==> src/sv/fpc_pkg.sv <==
// Package for the predictive fan PWM controller: widths, codes, constants
// and the word and status structs shared by all modules.
// No dependencies.
package fpc_pkg;

   // field widths
   localparam int TEMP_W = 11;
   localparam int DUTY_W = 8;
   localparam int RPM_W  = 13;
   localparam int CNT_W  = 32;
   localparam int POL_W  = 3;
   localparam int FUNC_W = 2;
   localparam int CSR_W  = 3;

   // history window
   localparam int HIST_DEPTH = 10;
   localparam int WIN_LEN    = 5;
   localparam int FILL_W     = 4;
   localparam int SUM_W      = 14;

   // signed error datapath, 1/80 degC units
   localparam int ERR_W = 16;

   // duty values
   localparam int DUTY_BASE    = 80;
   localparam int DUTY_FULL    = 255;
   localparam int DUTY_DEFAULT = 128;
   localparam int QUIET_CAP    = 100;

   // minimum tracker start value, 100 degC in 1/16 degC
   localparam int MIN_RESET = 1600;

   // curve breakpoints in 1/80 degC: -5 degC and +10 degC around target
   localparam int CURVE_LO = 400;
   localparam int CURVE_HI = 800;
   // floor(x * 175 / 1200) == (x * CURVE_RECIP) >> CURVE_SHIFT for x < 2048
   localparam int CURVE_X_W   = 11;
   localparam int CURVE_RC_W  = 14;
   localparam int CURVE_RECIP = 9558;
   localparam int CURVE_SHIFT = 16;

   // prediction clamp, 25 degC and 100 degC in 1/80 degC
   localparam int PRED_MIN = 2000;
   localparam int PRED_MAX = 8000;

   // floor(d * 5000 / 255) == (d * RPM_RECIP) >> RPM_SHIFT for d < 256
   localparam int RPM_RC_W  = 21;
   localparam int RPM_RECIP = 1285020;
   localparam int RPM_SHIFT = 16;

   // configuration reset values
   localparam int TARGET_RESET  = 1152;
   localparam int MAX_RESET     = 1360;
   localparam int MIN_DUTY_RST  = 80;
   localparam int MAX_DUTY_RST  = 255;

   typedef logic [TEMP_W-1:0] temp_type;
   typedef logic [DUTY_W-1:0] duty_type;
   typedef logic [CNT_W-1:0]  cnt_type;
   typedef logic [SUM_W-1:0]  sum_type;

   typedef enum logic [FUNC_W-1:0] {
      FUNC_RECORD = 2'd0,
      FUNC_APPLY  = 2'd1,
      FUNC_MANUAL = 2'd2
   } func_type;

   typedef enum logic [POL_W-1:0] {
      POL_PASSIVE    = 3'd0,
      POL_ACTIVE     = 3'd1,
      POL_PREDICTIVE = 3'd2,
      POL_AGGRESSIVE = 3'd3,
      POL_QUIET      = 3'd4
   } policy_type;

   typedef enum logic [CSR_W-1:0] {
      CSR_POLICY   = 3'd0,
      CSR_TARGET   = 3'd1,
      CSR_MAX_TEMP = 3'd2,
      CSR_MIN_DUTY = 3'd3,
      CSR_MAX_DUTY = 3'd4
   } csr_index_type;

   typedef struct packed {
      logic [FUNC_W-1:0] func;
      temp_type          temp_sample;
      duty_type          manual_duty;
   } req_type;

   typedef struct packed {
      duty_type          fan_duty;
      logic [RPM_W-1:0]  fan_speed_rpm;
      temp_type          lowest_temp;
      temp_type          highest_temp;
      cnt_type           samples_seen;
      cnt_type           throttle_events;
      logic              over_limit;
   } rsp_type;

   typedef struct packed {
      logic [POL_W-1:0] policy;
      temp_type         set_point;
      temp_type         trip_point;
      duty_type         fan_min_duty;
      duty_type         fan_max_duty;
   } cfg_type;

   // window sums handed from the statistics block to the duty block
   typedef struct packed {
      logic    full;
      sum_type r_sum;
      sum_type o_sum;
   } window_type;

   // statistics after the current word
   typedef struct packed {
      temp_type lowest;
      temp_type highest;
      cnt_type  samples;
      cnt_type  throttles;
   } stats_type;

endpackage

==> src/sv/predictive_fan_pwm_controller.sv <==
// Path: an accepted word is held in the input register and its result is loaded
// into the result register (input register, then result register).
// Throughput: one word per cycle unless the result side stalls, set by the single pass
// of policy, curve and statistics logic between the input register and the result register.
// Reset: synchronous, active high; restores the configuration defaults,
// clears history, counters and handshake state and sets the duty to 128.
module predictive_fan_pwm_controller
   import fpc_pkg::*;
(
   input  logic              clock,
   input  logic              reset,
   input  logic              req_valid,
   output logic              req_ready,
   input  req_type           req_payload,
   output logic              rsp_valid,
   input  logic              rsp_ready,
   output rsp_type           rsp_payload,
   input  logic              csr_we,
   input  logic [CSR_W-1:0]  csr_index,
   input  logic [TEMP_W-1:0] csr_wdata
);

   cfg_type    cfg_ff, cfg_in;
   logic       in_valid;
   req_type    in_data;
   logic       advance;
   logic       over;
   logic       is_record, is_apply;
   logic       flag;
   window_type win;
   stats_type  stats_next;
   duty_type   duty_next;

   // configuration registers, masked to width; unknown indexes drop
   always_comb begin
      cfg_in = cfg_ff;
      if (csr_we) begin
         unique case (csr_index)
            CSR_POLICY:   cfg_in.policy       = csr_wdata[POL_W-1:0];
            CSR_TARGET:   cfg_in.set_point    = csr_wdata[TEMP_W-1:0];
            CSR_MAX_TEMP: cfg_in.trip_point   = csr_wdata[TEMP_W-1:0];
            CSR_MIN_DUTY: cfg_in.fan_min_duty = csr_wdata[DUTY_W-1:0];
            CSR_MAX_DUTY: cfg_in.fan_max_duty = csr_wdata[DUTY_W-1:0];
            default:      cfg_in = cfg_ff;
         endcase
      end
   end

   always_ff @(posedge clock) begin
      if (reset) begin
         cfg_ff.policy       <= POL_PREDICTIVE;
         cfg_ff.set_point    <= TEMP_W'(TARGET_RESET);
         cfg_ff.trip_point   <= TEMP_W'(MAX_RESET);
         cfg_ff.fan_min_duty <= DUTY_W'(MIN_DUTY_RST);
         cfg_ff.fan_max_duty <= DUTY_W'(MAX_DUTY_RST);
      end else begin
         cfg_ff <= cfg_in;
      end
   end

   // move the held word into the result register when there is room
   assign advance = in_valid && (!rsp_valid || rsp_ready);

   assign over      = in_data.temp_sample > cfg_ff.trip_point;
   assign is_record = (in_data.func == FUNC_RECORD);
   assign is_apply  = (in_data.func == FUNC_APPLY);
   assign flag      = over && (is_record || is_apply);

   fpc_in_stage u_in_stage (
      .clock       (clock),
      .reset       (reset),
      .req_valid   (req_valid),
      .req_ready   (req_ready),
      .req_payload (req_payload),
      .advance     (advance),
      .in_valid    (in_valid),
      .in_data     (in_data)
   );

   fpc_stats u_stats (
      .clock      (clock),
      .reset      (reset),
      .rec_en     (advance && is_record),
      .temp       (in_data.temp_sample),
      .over       (over),
      .win        (win),
      .stats_next (stats_next)
   );

   fpc_duty u_duty (
      .clock     (clock),
      .reset     (reset),
      .advance   (advance),
      .cfg       (cfg_ff),
      .win       (win),
      .item      (in_data),
      .duty_next (duty_next)
   );

   fpc_out_stage u_out_stage (
      .clock       (clock),
      .reset       (reset),
      .load        (advance),
      .duty        (duty_next),
      .stats       (stats_next),
      .flag        (flag),
      .rsp_valid   (rsp_valid),
      .rsp_ready   (rsp_ready),
      .rsp_payload (rsp_payload)
   );

`ifndef SYNTHESIS
   // a held word that cannot move must not be overwritten
   a_in_hold: assert property (@(posedge clock) disable iff (reset)
      (in_valid && !advance) |=> (in_valid && $stable(in_data)))
      else $error("input word lost while stalled");

   // the minimum only falls from its start value
   a_min_bound: assert property (@(posedge clock) disable iff (reset)
      rsp_valid |-> (rsp_payload.lowest_temp <= TEMP_W'(MIN_RESET)))
      else $error("lowest temperature above start value");

   // every throttle event is also a recorded sample
   a_thr_bound: assert property (@(posedge clock) disable iff (reset)
      rsp_valid |-> (rsp_payload.throttle_events <= rsp_payload.samples_seen))
      else $error("throttle count exceeds sample count");
`endif

endmodule

==> src/sv/fpc_in_stage.sv <==
// Input register of the fan controller: holds one request word.
// Depends on fpc_pkg.
module fpc_in_stage
   import fpc_pkg::*;
(
   input  logic    clock,
   input  logic    reset,
   input  logic    req_valid,
   output logic    req_ready,
   input  req_type req_payload,
   input  logic    advance,
   output logic    in_valid,
   output req_type in_data
);

   logic    in_valid_ff, in_valid_in;
   req_type in_data_ff, in_data_in;
   logic    take;

   // accept when empty or when the held word moves on this cycle
   assign req_ready = !in_valid_ff || advance;
   assign take      = req_valid && req_ready;

   always_comb begin
      in_valid_in = in_valid_ff;
      in_data_in  = in_data_ff;
      if (take) begin
         in_valid_in = 1'b1;
         in_data_in  = req_payload;
      end else if (advance) begin
         in_valid_in = 1'b0;
      end
   end

   always_ff @(posedge clock) begin
      if (reset) begin
         in_valid_ff <= 1'b0;
      end else begin
         in_valid_ff <= in_valid_in;
      end
      in_data_ff <= in_data_in;
   end

   assign in_valid = in_valid_ff;
   assign in_data  = in_data_ff;

endmodule

==> src/sv/fpc_stats.sv <==
// Sample statistics: history shift line with running window sums,
// min/max tracking and saturating sample and throttle counters.
// Depends on fpc_pkg.
module fpc_stats
   import fpc_pkg::*;
(
   input  logic       clock,
   input  logic       reset,
   input  logic       rec_en,
   input  temp_type   temp,
   input  logic       over,
   output window_type win,
   output stats_type  stats_next
);

   temp_type             hist_ff [HIST_DEPTH];
   temp_type             hist_in [HIST_DEPTH];
   logic [FILL_W-1:0]    fill_ff, fill_in;
   sum_type              r_sum_ff, r_sum_in;
   sum_type              o_sum_ff, o_sum_in;
   temp_type             min_ff, min_in;
   temp_type             max_ff, max_in;
   cnt_type              samples_ff, samples_in;
   cnt_type              throttle_ff, throttle_in;

   // record: shift the history and slide both window sums
   always_comb begin
      hist_in     = hist_ff;
      fill_in     = fill_ff;
      r_sum_in    = r_sum_ff;
      o_sum_in    = o_sum_ff;
      min_in      = min_ff;
      max_in      = max_ff;
      samples_in  = samples_ff;
      throttle_in = throttle_ff;
      if (rec_en) begin
         hist_in[0] = temp;
         for (int k = 1; k < HIST_DEPTH; k++) begin
            hist_in[k] = hist_ff[k-1];
         end
         r_sum_in = r_sum_ff + SUM_W'(temp) - SUM_W'(hist_ff[WIN_LEN-1]);
         o_sum_in = o_sum_ff + SUM_W'(hist_ff[WIN_LEN-1])
                    - SUM_W'(hist_ff[HIST_DEPTH-1]);
         if (fill_ff != FILL_W'(HIST_DEPTH)) begin
            fill_in = fill_ff + FILL_W'(1);
         end
         if (temp < min_ff) begin
            min_in = temp;
         end
         if (temp > max_ff) begin
            max_in = temp;
         end
         if (samples_ff != '1) begin
            samples_in = samples_ff + CNT_W'(1);
         end
         if (over && (throttle_ff != '1)) begin
            throttle_in = throttle_ff + CNT_W'(1);
         end
      end
   end

   always_ff @(posedge clock) begin
      if (reset) begin
         for (int k = 0; k < HIST_DEPTH; k++) begin
            hist_ff[k] <= '0;
         end
         fill_ff     <= '0;
         r_sum_ff    <= '0;
         o_sum_ff    <= '0;
         min_ff      <= TEMP_W'(MIN_RESET);
         max_ff      <= '0;
         samples_ff  <= '0;
         throttle_ff <= '0;
      end else begin
         hist_ff     <= hist_in;
         fill_ff     <= fill_in;
         r_sum_ff    <= r_sum_in;
         o_sum_ff    <= o_sum_in;
         min_ff      <= min_in;
         max_ff      <= max_in;
         samples_ff  <= samples_in;
         throttle_ff <= throttle_in;
      end
   end

   assign win.full  = (fill_ff == FILL_W'(HIST_DEPTH));
   assign win.r_sum = r_sum_ff;
   assign win.o_sum = o_sum_ff;

   assign stats_next.lowest    = min_in;
   assign stats_next.highest   = max_in;
   assign stats_next.samples   = samples_in;
   assign stats_next.throttles = throttle_in;

endmodule

==> src/sv/fpc_duty.sv <==
// Duty selection: policy mux, prediction from the window sums and the
// piecewise-linear fan curve; holds the current duty register.
// Depends on fpc_pkg.
module fpc_duty
   import fpc_pkg::*;
(
   input  logic       clock,
   input  logic       reset,
   input  logic       advance,
   input  cfg_type    cfg,
   input  window_type win,
   input  req_type    item,
   output duty_type   duty_next
);

   localparam int CURVE_P_W = CURVE_X_W + CURVE_RC_W;

   duty_type                 duty_ff, duty_in;
   logic signed [ERR_W-1:0]  diff, e_act, tgt5, pred, pred_clamp, e_pred, err;
   logic [CURVE_X_W-1:0]     curve_x;
   logic [CURVE_P_W-1:0]     curve_prod;
   duty_type                 curve_duty, pol_duty, quiet_duty;

   // error terms in 1/80 degC: active is five times the 1/16 degC error
   always_comb begin
      diff  = signed'(ERR_W'(item.temp_sample)) - signed'(ERR_W'(cfg.set_point));
      e_act = (diff <<< 2) + diff;
      tgt5  = signed'((ERR_W'(cfg.set_point) << 2) + ERR_W'(cfg.set_point));
      pred  = signed'({1'b0, win.r_sum, 1'b0}) - signed'(ERR_W'(win.o_sum));
      if (pred < PRED_MIN) begin
         pred_clamp = ERR_W'(PRED_MIN);
      end else if (pred > PRED_MAX) begin
         pred_clamp = ERR_W'(PRED_MAX);
      end else begin
         pred_clamp = pred;
      end
      e_pred = pred_clamp - tgt5;
      // short history falls back to the current sample
      if ((cfg.policy == POL_PREDICTIVE) && win.full) begin
         err = e_pred;
      end else begin
         err = e_act;
      end
   end

   // fan curve: flat below the low knee, full above the high knee
   always_comb begin
      curve_x    = CURVE_X_W'(err + ERR_W'(CURVE_LO));
      curve_prod = CURVE_P_W'(curve_x) * CURVE_P_W'(CURVE_RECIP);
      if (err <= -CURVE_LO) begin
         curve_duty = DUTY_W'(DUTY_BASE);
      end else if (err >= CURVE_HI) begin
         curve_duty = DUTY_W'(DUTY_FULL);
      end else begin
         curve_duty = DUTY_W'(DUTY_BASE) + curve_prod[CURVE_SHIFT +: DUTY_W];
      end
   end

   // policy select
   always_comb begin
      quiet_duty = (cfg.fan_min_duty < DUTY_W'(QUIET_CAP)) ?
                   cfg.fan_min_duty : DUTY_W'(QUIET_CAP);
      unique case (cfg.policy)
         POL_PASSIVE:    pol_duty = cfg.fan_min_duty;
         POL_ACTIVE:     pol_duty = curve_duty;
         POL_PREDICTIVE: pol_duty = curve_duty;
         POL_AGGRESSIVE: pol_duty = cfg.fan_max_duty;
         POL_QUIET:      pol_duty = quiet_duty;
         default:        pol_duty = DUTY_W'(DUTY_DEFAULT);
      endcase
   end

   always_comb begin
      unique case (item.func)
         FUNC_APPLY:  duty_in = pol_duty;
         FUNC_MANUAL: duty_in = item.manual_duty;
         default:     duty_in = duty_ff;
      endcase
   end

   always_ff @(posedge clock) begin
      if (reset) begin
         duty_ff <= DUTY_W'(DUTY_DEFAULT);
      end else if (advance) begin
         duty_ff <= duty_in;
      end
   end

   assign duty_next = duty_in;

endmodule

==> src/sv/fpc_out_stage.sv <==
// Result register of the fan controller and the duty-to-rpm scaling.
// Depends on fpc_pkg.
module fpc_out_stage
   import fpc_pkg::*;
(
   input  logic      clock,
   input  logic      reset,
   input  logic      load,
   input  duty_type  duty,
   input  stats_type stats,
   input  logic      flag,
   output logic      rsp_valid,
   input  logic      rsp_ready,
   output rsp_type   rsp_payload
);

   localparam int RPM_P_W = DUTY_W + RPM_RC_W;

   logic                 out_valid_ff, out_valid_in;
   duty_type             duty_ff;
   stats_type            stats_ff;
   logic                 flag_ff;
   logic [RPM_P_W-1:0]   rpm_prod;

   // fill on load, drop when taken
   always_comb begin
      out_valid_in = out_valid_ff;
      if (load) begin
         out_valid_in = 1'b1;
      end else if (rsp_ready) begin
         out_valid_in = 1'b0;
      end
   end

   always_ff @(posedge clock) begin
      if (reset) begin
         out_valid_ff <= 1'b0;
      end else begin
         out_valid_ff <= out_valid_in;
      end
      if (load) begin
         duty_ff  <= duty;
         stats_ff <= stats;
         flag_ff  <= flag;
      end
   end

   // rpm = floor(duty * 5000 / 255) by reciprocal multiply
   assign rpm_prod = RPM_P_W'(duty_ff) * RPM_P_W'(RPM_RECIP);

   assign rsp_valid                   = out_valid_ff;
   assign rsp_payload.fan_duty        = duty_ff;
   assign rsp_payload.fan_speed_rpm   = rpm_prod[RPM_SHIFT +: RPM_W];
   assign rsp_payload.lowest_temp     = stats_ff.lowest;
   assign rsp_payload.highest_temp    = stats_ff.highest;
   assign rsp_payload.samples_seen    = stats_ff.samples;
   assign rsp_payload.throttle_events = stats_ff.throttles;
   assign rsp_payload.over_limit      = flag_ff;

endmodule

==> config.mk <==
export PLATFORM = sky130hd
export DESIGN_NAME = predictive_fan_pwm_controller
export DESIGN_NICKNAME = d
export VERILOG_FILES = /design/src/sv/fpc_pkg.sv /design/src/sv/predictive_fan_pwm_controller.sv /design/src/sv/fpc_in_stage.sv /design/src/sv/fpc_stats.sv /design/src/sv/fpc_duty.sv /design/src/sv/fpc_out_stage.sv
export SDC_FILE = /design/constraint.sdc
export NUM_CORES = 1
export LEC_CHECK = 0
export CAP_MARGIN = 10
export CORE_ASPECT_RATIO = 1.4
export CORE_MARGIN = 1
export CORE_UTILIZATION = 50
export DETAILED_ROUTE_END_ITERATION = 16
export DONT_BUFFER_PORTS = 1
export PLACE_DENSITY = 0.69
export RECOVER_POWER = 100
export SYNTH_ARGS = -nofsm -noshare
export SYNTH_HDL_FRONTEND = slang
export SYNTH_SLANG_ARGS = --single-unit
==> constraint.sdc <==
create_clock -name clock -period 14.65 [get_ports clock]
set_clock_uncertainty 0.2 [all_clocks]
set_input_delay 0.7325 -clock clock [delete_from_list [all_inputs] [get_ports clock]]
set_output_delay 0.7325 -clock clock [all_outputs]
set_load 0.005 [all_outputs]
-- Word-level counts from Yosys, hierarchy flattened
Cells that the tools add are included.
- bits in registers: 395
- add/subtract/negate cells: 14
- $mul: 2
- magnitude comparators: 8
- eq/ne operators: 14
- multiplexer cells: 20
- reduce and logical (&&, ||, !) cells: 23
- operator list (kind ; count):
    32-bit 2-to-1 mux ; 4
    32-bit by 1-bit adder with 32-bit output, second input constant ; 2
    32-bit inequality test, second input constant ; 2
    16-bit 2-to-1 mux ; 3
    11-bit 2-to-1 mux ; 4
    8-bit one-hot mux with 4 select lines ; 1
    14-bit by 11-bit adder with 14-bit output ; 2
    14-bit by 11-bit subtractor with 14-bit output ; 2
    8-bit by 19-bit multiplier with 27-bit output, second input constant ; 1
    8-bit 2-to-1 mux ; 3
    11-bit by 13-bit multiplier with 23-bit output, second input constant ; 1
    11-bit greater-than comparator ; 2
    16-bit adder ; 1
    16-bit by 11-bit greater-or-equal comparator with 1-bit output, second input constant ; 1
    16-bit by 14-bit greater-than comparator with 1-bit output, second input constant ; 1
    16-bit by 10-bit less-or-equal comparator with 1-bit output, second input constant ; 1
    16-bit by 12-bit less-than comparator with 1-bit output, second input constant ; 1
    8-bit one-hot mux with 2 select lines ; 1
    15-bit by 14-bit subtractor with 16-bit output ; 1
    16-bit subtractor ; 1
    13-bit by 11-bit adder with 14-bit output ; 1
    3-bit by 2-bit == test with 1-bit output, second input constant ; 4
    2-bit AND reduction ; 6
    11-bit by 11-bit subtractor with 12-bit output ; 1
    other kinds (19) ; 34

-- Logic depth before layout (Yosys ltp)
Gate-level depths: netlist of the first run.
- depth in word-level cells: 13
- mapped depth: 49

-- By module
A second synthesis of the first run with hierarchy kept.
- cell total of the unflattened synthesis: 2700
- area, all modules: 25786.0 um^2
- modules (own cells, without submodules) (module ; instances ; cells an instance ; area an instance (um^2)):
    fpc_stats ; 1 ; 1216 ; 11270.8
    fpc_duty ; 1 ; 851 ; 6586.3
    fpc_out_stage ; 1 ; 386 ; 5456.5
    predictive_fan_pwm_controller ; 1 ; 221 ; 1786.7
    fpc_in_stage ; 1 ; 26 ; 685.7

-- Worst setup path before layout of the first run
OpenSTA, ideal clock, no wires.
- path kind: register to register
- start: register u_stats.o_sum_ff[1]
- end: register u_out_stage.duty_ff[7] (data pin)
- library setup time: 0.271 ns
- arrival: 9.848 ns
- data required time: 14.179 ns
- slack: 4.331 ns
- cell stages (with the launch flop): 49
- clock period less this slack: 10.319 ns
- cell sequence: dfxtp_1 inv_1 ha_1 nor2b_1 o21ai_1 a21boi_0 o21a_1 o21ai_1 a21oi_1 o21a_1 a311oi_1 nor2_1 o311ai_1 nand4_2 or2_1 ha_1 fa_1 nor2b_1 [13 not listed] inv_1 fa_1 inv_1 fa_1 inv_1 ha_1 a21o_1 a21o_1 a21o_1 nand2_1 o211ai_2 and2_4 a221o_1 xor2_1 a21oi_2 mux2i_1 a31oi_1 a21oi_1
- word-level cells in the longest chain between the ends: 13
- ends and longest elaborated chain (element ; line ; source):
    start, declared ; fpc_stats.sv:20 ; sum_type o_sum_ff, o_sum_in;
    start signal, assigned ; fpc_stats.sv:78 ; o_sum_ff <= o_sum_in;
    15-bit by 14-bit subtractor with 16-bit output * ; fpc_duty.sv:29 ; pred = signed'({1'b0, win.r_sum, 1'b0}) - signed'(ERR_W'(win.o_sum));
    16-bit by 14-bit greater-than comparator with 1-bit output ; fpc_duty.sv:32 ; end else if (pred > PRED_MAX) begin
    16-bit 2-to-1 mux ; fpc_duty.sv:32 ;
    16-bit 2-to-1 mux * ; fpc_duty.sv:30 ; if (pred < PRED_MIN) begin
    16-bit subtractor * ; fpc_duty.sv:37 ; e_pred = pred_clamp - tgt5;
    16-bit 2-to-1 mux * ; fpc_duty.sv:39 ; if ((cfg.policy == POL_PREDICTIVE) && win.full) begin
    11-bit by 10-bit adder with 11-bit output ; fpc_duty.sv:48 ; curve_x = CURVE_X_W'(err + ERR_W'(CURVE_LO));
    11-bit by 13-bit multiplier with 23-bit output ; fpc_duty.sv:49 ; curve_prod = CURVE_P_W'(curve_x) * CURVE_P_W'(CURVE_RECIP);
    7-bit by 8-bit adder with 8-bit output ; fpc_duty.sv:55 ; curve_duty = DUTY_W'(DUTY_BASE) + curve_prod[CURVE_SHIFT +: DUTY_W];
    8-bit 2-to-1 mux ; fpc_duty.sv:52 ; end else if (err >= CURVE_HI) begin
    8-bit 2-to-1 mux * ; fpc_duty.sv:50 ; if (err <= -CURVE_LO) begin
    8-bit one-hot mux with 4 select lines * ; fpc_duty.sv:63 ; unique case (cfg.policy)
    8-bit one-hot mux with 2 select lines * ; fpc_duty.sv:74 ; unique case (item.func)
    named net duty_next[7] ; predictive_fan_pwm_controller.sv:32 ; duty_type duty_next;
    end signal, assigned ; fpc_out_stage.sv:42 ; duty_ff <= duty;
    end, declared ; fpc_out_stage.sv:20 ; duty_type duty_ff;
Mark *: on every way through the listed nets, which the timed path passes. The rest lies on a longest branch.
A chain may end at the register's enable or synchronous reset.

-- Worst setup path in the final report of the first run
Ends and elaborated chain as after synthesis.

==> impl_metrics.env, run 1 <==
export IMPL_synth_ff_latch_count=395
export IMPL_timing_final_crit_share=0.830
export IMPL_setup_viol=0
export IMPL_grt_pass1_wl_um=91700
export IMPL_path_clk_slew_ns=0.06
export IMPL_first_iter_violations=993
export IMPL_drc=0
export IMPL_layout_nets=3071
export IMPL_syn_nets=3108
export IMPL_grt_ovfl_total=0
export IMPL_yosys_top_cells_area="dfxtp_1 23%, edfxtp_1 14%, ha_1 13%"
export IMPL_grt_setup_unrepaired="no"
export IMPL_firstDrtPassIters=5
export IMPL_cts_buffer_depth=3
export IMPL_synth_top_area_share=0.226
export IMPL_critical_path_class="reg -> reg"
export IMPL_yosys_cell_types_count=97
export IMPL_worstPathArrival_ns=12.25
export IMPL_cp_slowest_cell="o311ai_0"
export IMPL_crit_required_ns=14.75
export IMPL_area_growth_pct=7.04
export IMPL_die_h_um=265
export IMPL_rows=96
export IMPL_grt_pass1_vias=18400
export IMPL_gp_congestion=0.924
export IMPL_vias=18200
export IMPL_violations="capacitance limit, slew limit"
export IMPL_antenna_found_initial=0
export IMPL_wire_per_inst_um=17.1
export IMPL_clock_latency_ns=0.57
export IMPL_synth_seq_area_share=0.366
export IMPL_syn_area_per_cell_um2=9.14
export IMPL_yosys_area_top_type="dfxtp_1"
export IMPL_drv_slew=399
export IMPL_fmax_mhz=82.3
export IMPL_synthCells=2709
export IMPL_grt_max_degree=283
export IMPL_startpoint="u_stats.o_sum_ff[1]$_SDFFE_PP0P_"
export IMPL_synth_edf_count=116
export IMPL_track_usage=0.228
export IMPL_yosysWarnings=0
export IMPL_startpoint_type="register"
export IMPL_ios=150
export IMPL_cts_sinks=395
export IMPL_min_from="req_payload[7]"
export IMPL_dieArea_um2=50400
export IMPL_relSlewSlack=-1.83
export IMPL_tightest_slew_ns=4.25
export IMPL_cap_viol_max_count=6
export IMPL_cts_hold_buf=0
export IMPL_initial_core_util=0.506
export IMPL_dp_hpwl_um=43500
export IMPL_hp_class="in -> reg"
export IMPL_io_buffer_count=0
export IMPL_cts_tree="done"
export IMPL_cp_common_cell="inv_1"
export IMPL_synthArstFlopShare=0
export IMPL_critPathCaptureType="register"
export IMPL_status="complete, but fails checks"
export IMPL_h_tree_depth=2
export IMPL_post_route_min_period_ns=12.15
export IMPL_synthesis_area_um2=24700
export IMPL_cpPeakStageDelay_ns=0.74
export IMPL_drive_gt1_frac=0.0422
export IMPL_post_cts_buffers=0
export IMPL_die_width_um=190
export IMPL_final_setup_tns_ns=0
export IMPL_r2r_start="u_stats.o_sum_ff[1]$_SDFFE_PP0P_"
export IMPL_drtAntennaViolNets=0
export IMPL_core_area_um2=48900
export IMPL_ctsResizeCount=0
export IMPL_root_buffer="clkbuf_16"
export IMPL_cts_buffers=40
export IMPL_worstPathMaxFanout=9
export IMPL_ys_flop_type="dfxtp_1"
export IMPL_final_hold_viol_count=0
export IMPL_via_per_inst=5.45
export IMPL_wl_um=57300
## cells in the final DEF, fill, tap and decap left out, types with 13 or more instances in the layout
cell type  netlist  routed
nand2_1        408     408
inv_1          322     322
dfxtp_1        279     279
ha_1           262     262
a21oi_1        221     221
nor2_1         124     124
edfxtp_1       116     116
nor2b_1        108     108
fa_1            97      97
xnor2_1         75      75
o21ai_0         58      62
xor2_1          56      56
nor3_1          42      42
clkbuf_16        0      41
nand3_1         33      33
a21o_1          33      33
o21a_1          32      32
mux2i_1         29      29
and3_1          24      24
nand4_1         21      21
nand2b_1        20      20
nor4_1          17      18
or2_2           18      18
a211oi_1        17      17
clkbuf_1        74      15
nand3b_1        13      13
## metrics by stage
stage               utilization  hold WS (ns)  std cells  worst slack [ns]  instance area, um^2
finish                    0.542        0.0521       3342              2.50                26500
CTS                       0.543        0.0211       3340              3.09                26600
floorplan                     -         0.232       2709              4.33                24700
global route              0.542        0.0280       3341              1.53                26500
global placement          0.516         0.233       3266              3.54                25200
detailed placement        0.516         0.239       3266              3.11                25200
## worst max-delay path, delay by kind of cell, from the launching register on
family,cells,cell delay (ns)
compound gates,20,4.67
fa+ha+maj,10,3.79
simple gates,9,1.82
buf+inv,7,0.63
flops,1,0.38
xor+xnor,1,0.23
mux,1,0.16
## cells in the mapped netlist (5+ instances only)
master    number
a211o_1       11
a211oi_1      17
a21boi_0       9
a21o_1        33
a21oi_1      221
a31oi_1       10
and2_1        13
and3_1        24
buf_1          5
clkbuf_1      74
dfxtp_1      279
edfxtp_1     116
fa_1          97
ha_1         262
inv_1        322
mux2_2         6
mux2i_1       29
nand2_1      408
nand2b_1      20
nand3_1       33
nand3b_1      13
nand4_1       21
nor2_1       124
nor2b_1      108
nor3_1        42
nor4_1        17
o211ai_1       7
o21a_1        32
o21ai_0       58
o21ai_1        8
o21bai_1      12
o31ai_1        5
or2_2         18
or3_1         12
xnor2_1       75
xor2_1        56
## area by class of cell
| class | count | area (um^2) |
|---|---|---|
| antenna | 1 | 2.50 |
| clock buffer | 56 | 1140 |
| clock inverter | 18 | 174 |
| fill | 4405 | 22400 |
| inverter | 322 | 1210 |
| multi-input combinational | 1905 | 14100 |
| sequential | 395 | 9070 |
| tap | 637 | 797 |
| timing repair buffer | 8 | 35.0 |
## path summary, 6_finish.rpt
check	cells after the start	end	slack [ns]
max	48	u_out_stage.duty_ff[7]$_DFFE_PP_	2.50
min	0	u_in_stage.in_data[7]$_DFFE_PP_	0.05
max reg2reg	48	u_out_stage.duty_ff[7]$_DFFE_PP_	2.50
min reg2reg	2	u_stats.hist_ff[78]$_SDFFE_PP0P_	0.25
## metal layers
metal | global-route usage | wire length, um
met3 | 0.0422 | 2610
met1 | 0.245 | 22100
met2 | 0.423 | 29800
met5 | 0 | 0
met4 | 0.108 | 2710
## cell families (layout without fill, tap and decap cells)
kind of cell               after synthesis  after routing  share of synthesized area
DFF                                    395            395                      0.366
and+or+nand+nor                        886            886                      0.171
other                                    1              2                   0.000152
muxes                                   35             35                     0.0145
AOI/OAI and AO/OA                      493            493                      0.127
adders and majority gates              359            359                      0.211
xor gates and xnor gates               131            131                     0.0464
buffers and inverters                  409            404                     0.0638
## registers in the layout, summed over array words and instances (netlist names), 4 cells and up
register / cells
u_stats.hist_ff: 110
u_out_stage.rsp_payload: 86
cfg_ff: 41
u_stats.samples_ff: 32
u_stats.throttle_ff: 32
u_in_stage.in_data: 21
u_stats.o_sum_ff: 14
u_stats.r_sum_ff: 14
u_stats.max_ff: 11
u_stats.min_ff: 11
u_duty.duty_ff: 8
u_out_stage.duty_ff: 8
u_stats.fill_ff: 4
Power of run 1 is left out: the tool's default activity adds up to more than one toggle a clock period on the data nets, which glitch-free logic cannot reach.
==> run 2: changes to the inputs <==
==> constraint.sdc (replaced) <==
create_clock -name clock -period 11.5 [get_ports clock]
set_clock_uncertainty 0.2 [all_clocks]
set_input_delay 0.575 -clock clock [delete_from_list [all_inputs] [get_ports clock]]
set_output_delay 0.575 -clock clock [all_outputs]
set_load 0.005 [all_outputs]
==> impl_metrics.env, run 2 (synthesized netlist as in run 1, its figures left out) <==
export IMPL_crit_required_ns=11.69
export IMPL_cts_tree="done"
export IMPL_die_width_um=190
export IMPL_dieArea_um2=50400
export IMPL_setup_viol=0
export IMPL_cap_viol_max_count=6
export IMPL_path_clk_slew_ns=0.06
export IMPL_drtAntennaViolNets=0
export IMPL_cp_slowest_cell="fa_1"
export IMPL_initial_core_util=0.506
export IMPL_ff2ff_path_depth=47
export IMPL_wl_um=59400
export IMPL_r2r_start="u_stats.r_sum_ff[0]$_SDFFE_PP0P_"
export IMPL_grt_ovfl_total=0
export IMPL_grt_pass1_wl_um=94900
export IMPL_first_iter_violations=1045
export IMPL_wire_per_inst_um=17.6
export IMPL_tightest_slew_ns=4.38
export IMPL_drc=0
export IMPL_cts_buffer_depth=3
export IMPL_clock_latency_ns=0.57
export IMPL_root_buffer="clkbuf_16"
export IMPL_n_antenna_cell=0
export IMPL_final_cell_mix="408 x nand2_1, 322 x inv_1, 279 x dfxtp_1, 262 x ha_1, 221 x a21oi_1"
export IMPL_h_tree_depth=2
export IMPL_fmax_mhz=92.2
export IMPL_core_area_um2=48900
export IMPL_final_area_um2=27100
export IMPL_via_per_inst=5.47
export IMPL_rows=96
export IMPL_die_h_um=265
export IMPL_reg_top3="u_stats.hist_ff: 110 flops, u_out_stage.rsp_payload: 86 flops, cfg_ff: 41 flops"
export IMPL_cts_buffers=41
export IMPL_layout_nets=3112
export IMPL_relSlewSlack=-1.92
export IMPL_track_usage=0.236
export IMPL_critPathCaptureType="register"
export IMPL_grt_pass1_vias=18700
export IMPL_worstPathArrival_ns=11.04
export IMPL_antenna_found_initial=1
export IMPL_startpoint_type="register"
export IMPL_holdPathEnd="u_stats.throttle_ff[22]$_SDFF_PP0_"
export IMPL_io_buffer_count=0
export IMPL_ios=150
export IMPL_timing_final_crit_share=0.943
export IMPL_violations="capacitance limit, slew limit"
export IMPL_cts_sinks=395
export IMPL_min_from="reset"
export IMPL_hp_class="in -> reg"
export IMPL_vias=18500
export IMPL_critical_path_class="reg -> reg"
export IMPL_grt_max_degree=275
export IMPL_rrSetupSlack_ns=0.66
export IMPL_r2r_end="u_duty.duty_ff[6]$_SDFFE_PP0P_"
export IMPL_largest_register_ffs=110
export IMPL_final_common_cell="nand2_1"
export IMPL_drive_gt1_frac=0.0499
export IMPL_drv_slew=399
export IMPL_cpPeakStageDelay_ns=0.55
export IMPL_firstDrtPassIters=7
export IMPL_gp_congestion=0.953
export IMPL_status="complete, but fails checks"
export IMPL_area_growth_pct=9.53
export IMPL_post_route_min_period_ns=10.84
export IMPL_dpl_cell_area_um2=25300
export IMPL_hold_depth=2
export IMPL_dp_hpwl_um=43700
export IMPL_final_hold_viol_count=0
export IMPL_worstPathMaxFanout=9
export IMPL_largest_register="u_stats.hist_ff"
-- run 2: what timing repair did --
| action | CTS | global route |
|---|---|---|
| endpoints found under the setup margin | 0 | 16 |
| hold buffers | 35 | 0 |
| endpoints found under the hold margin | 295 | 0 |
| resized for setup | 0 | 16 |
| setup buffers | 0 | 3 |
-- run 2: worst max path at each step --
stage	startpoint	to	slack, ns	depth (start not counted)
final	u_stats.r_sum_ff[0]$_SDFFE_PP0P_	u_duty.duty_ff[6]$_SDFFE_PP0P_	0.66	47
after global routing	u_stats.o_sum_ff[1]$_SDFFE_PP0P_	u_duty.duty_ff[6]$_SDFFE_PP0P_	-0.04	49
after CTS	u_stats.o_sum_ff[1]$_SDFFE_PP0P_	u_duty.duty_ff[6]$_SDFFE_PP0P_	0.29	48
after detailed placement	u_stats.o_sum_ff[1]$_SDFFE_PP0P_	u_duty.duty_ff[6]$_SDFFE_PP0P_	0.33	48
after global placement	u_stats.r_sum_ff[0]$_SDFFE_PP0P_	u_out_stage.duty_ff[7]$_DFFE_PP_	0.69	48
after floorplan	u_stats.o_sum_ff[1]$_SDFFE_PP0P_	u_out_stage.duty_ff[7]$_DFFE_PP_	1.18	48
-- run 2: layer usage --
metal  vias up  track usage  routed length, um  part of all wire
li1       9121            -                  -                 -
met1      8829        0.262              23200              0.39
met2       416        0.437              31200              0.52
met3       130       0.0368               2440             0.041
met4         0        0.107               2580             0.043
met5         -            0                  0                 0
-- run 2: per-stage QoR --
stage	std cells	hold slack, ns	utilization	worst slack, ns	setup TNS, ns
final	3383	0.0544	0.554	0.655	0
after floorplan	2709	0.232	-	1.18	0
after CTS	3380	0.0116	0.554	0.295	0
after global routing	3383	0.0354	0.554	-0.0443	-0.0595
after global placement	3269	0.233	0.517	0.690	0
after detailed placement	3269	0.240	0.517	0.331	0
-- run 2: critical path: cells and delay by family (launching register included) --
kind            cells  cell delay (ns)
flops               1             0.35
xor+xnor            2             0.36
buf+inv             6             0.41
fa+ha+maj          10             3.84
compound gates     18             3.40
simple gates       11             2.08
-- run 2: cell type report --
cell class                 instances  area, um^2
fill                            4325       21800
multi-input combinational       1905       14200
sequential                       395        9070
inverter                         322        1210
clock buffer                      56        1150
tap                              637         797
timing repair buffer              48         443
clock inverter                    20         269
Power of run 2 is left out for the same reason.
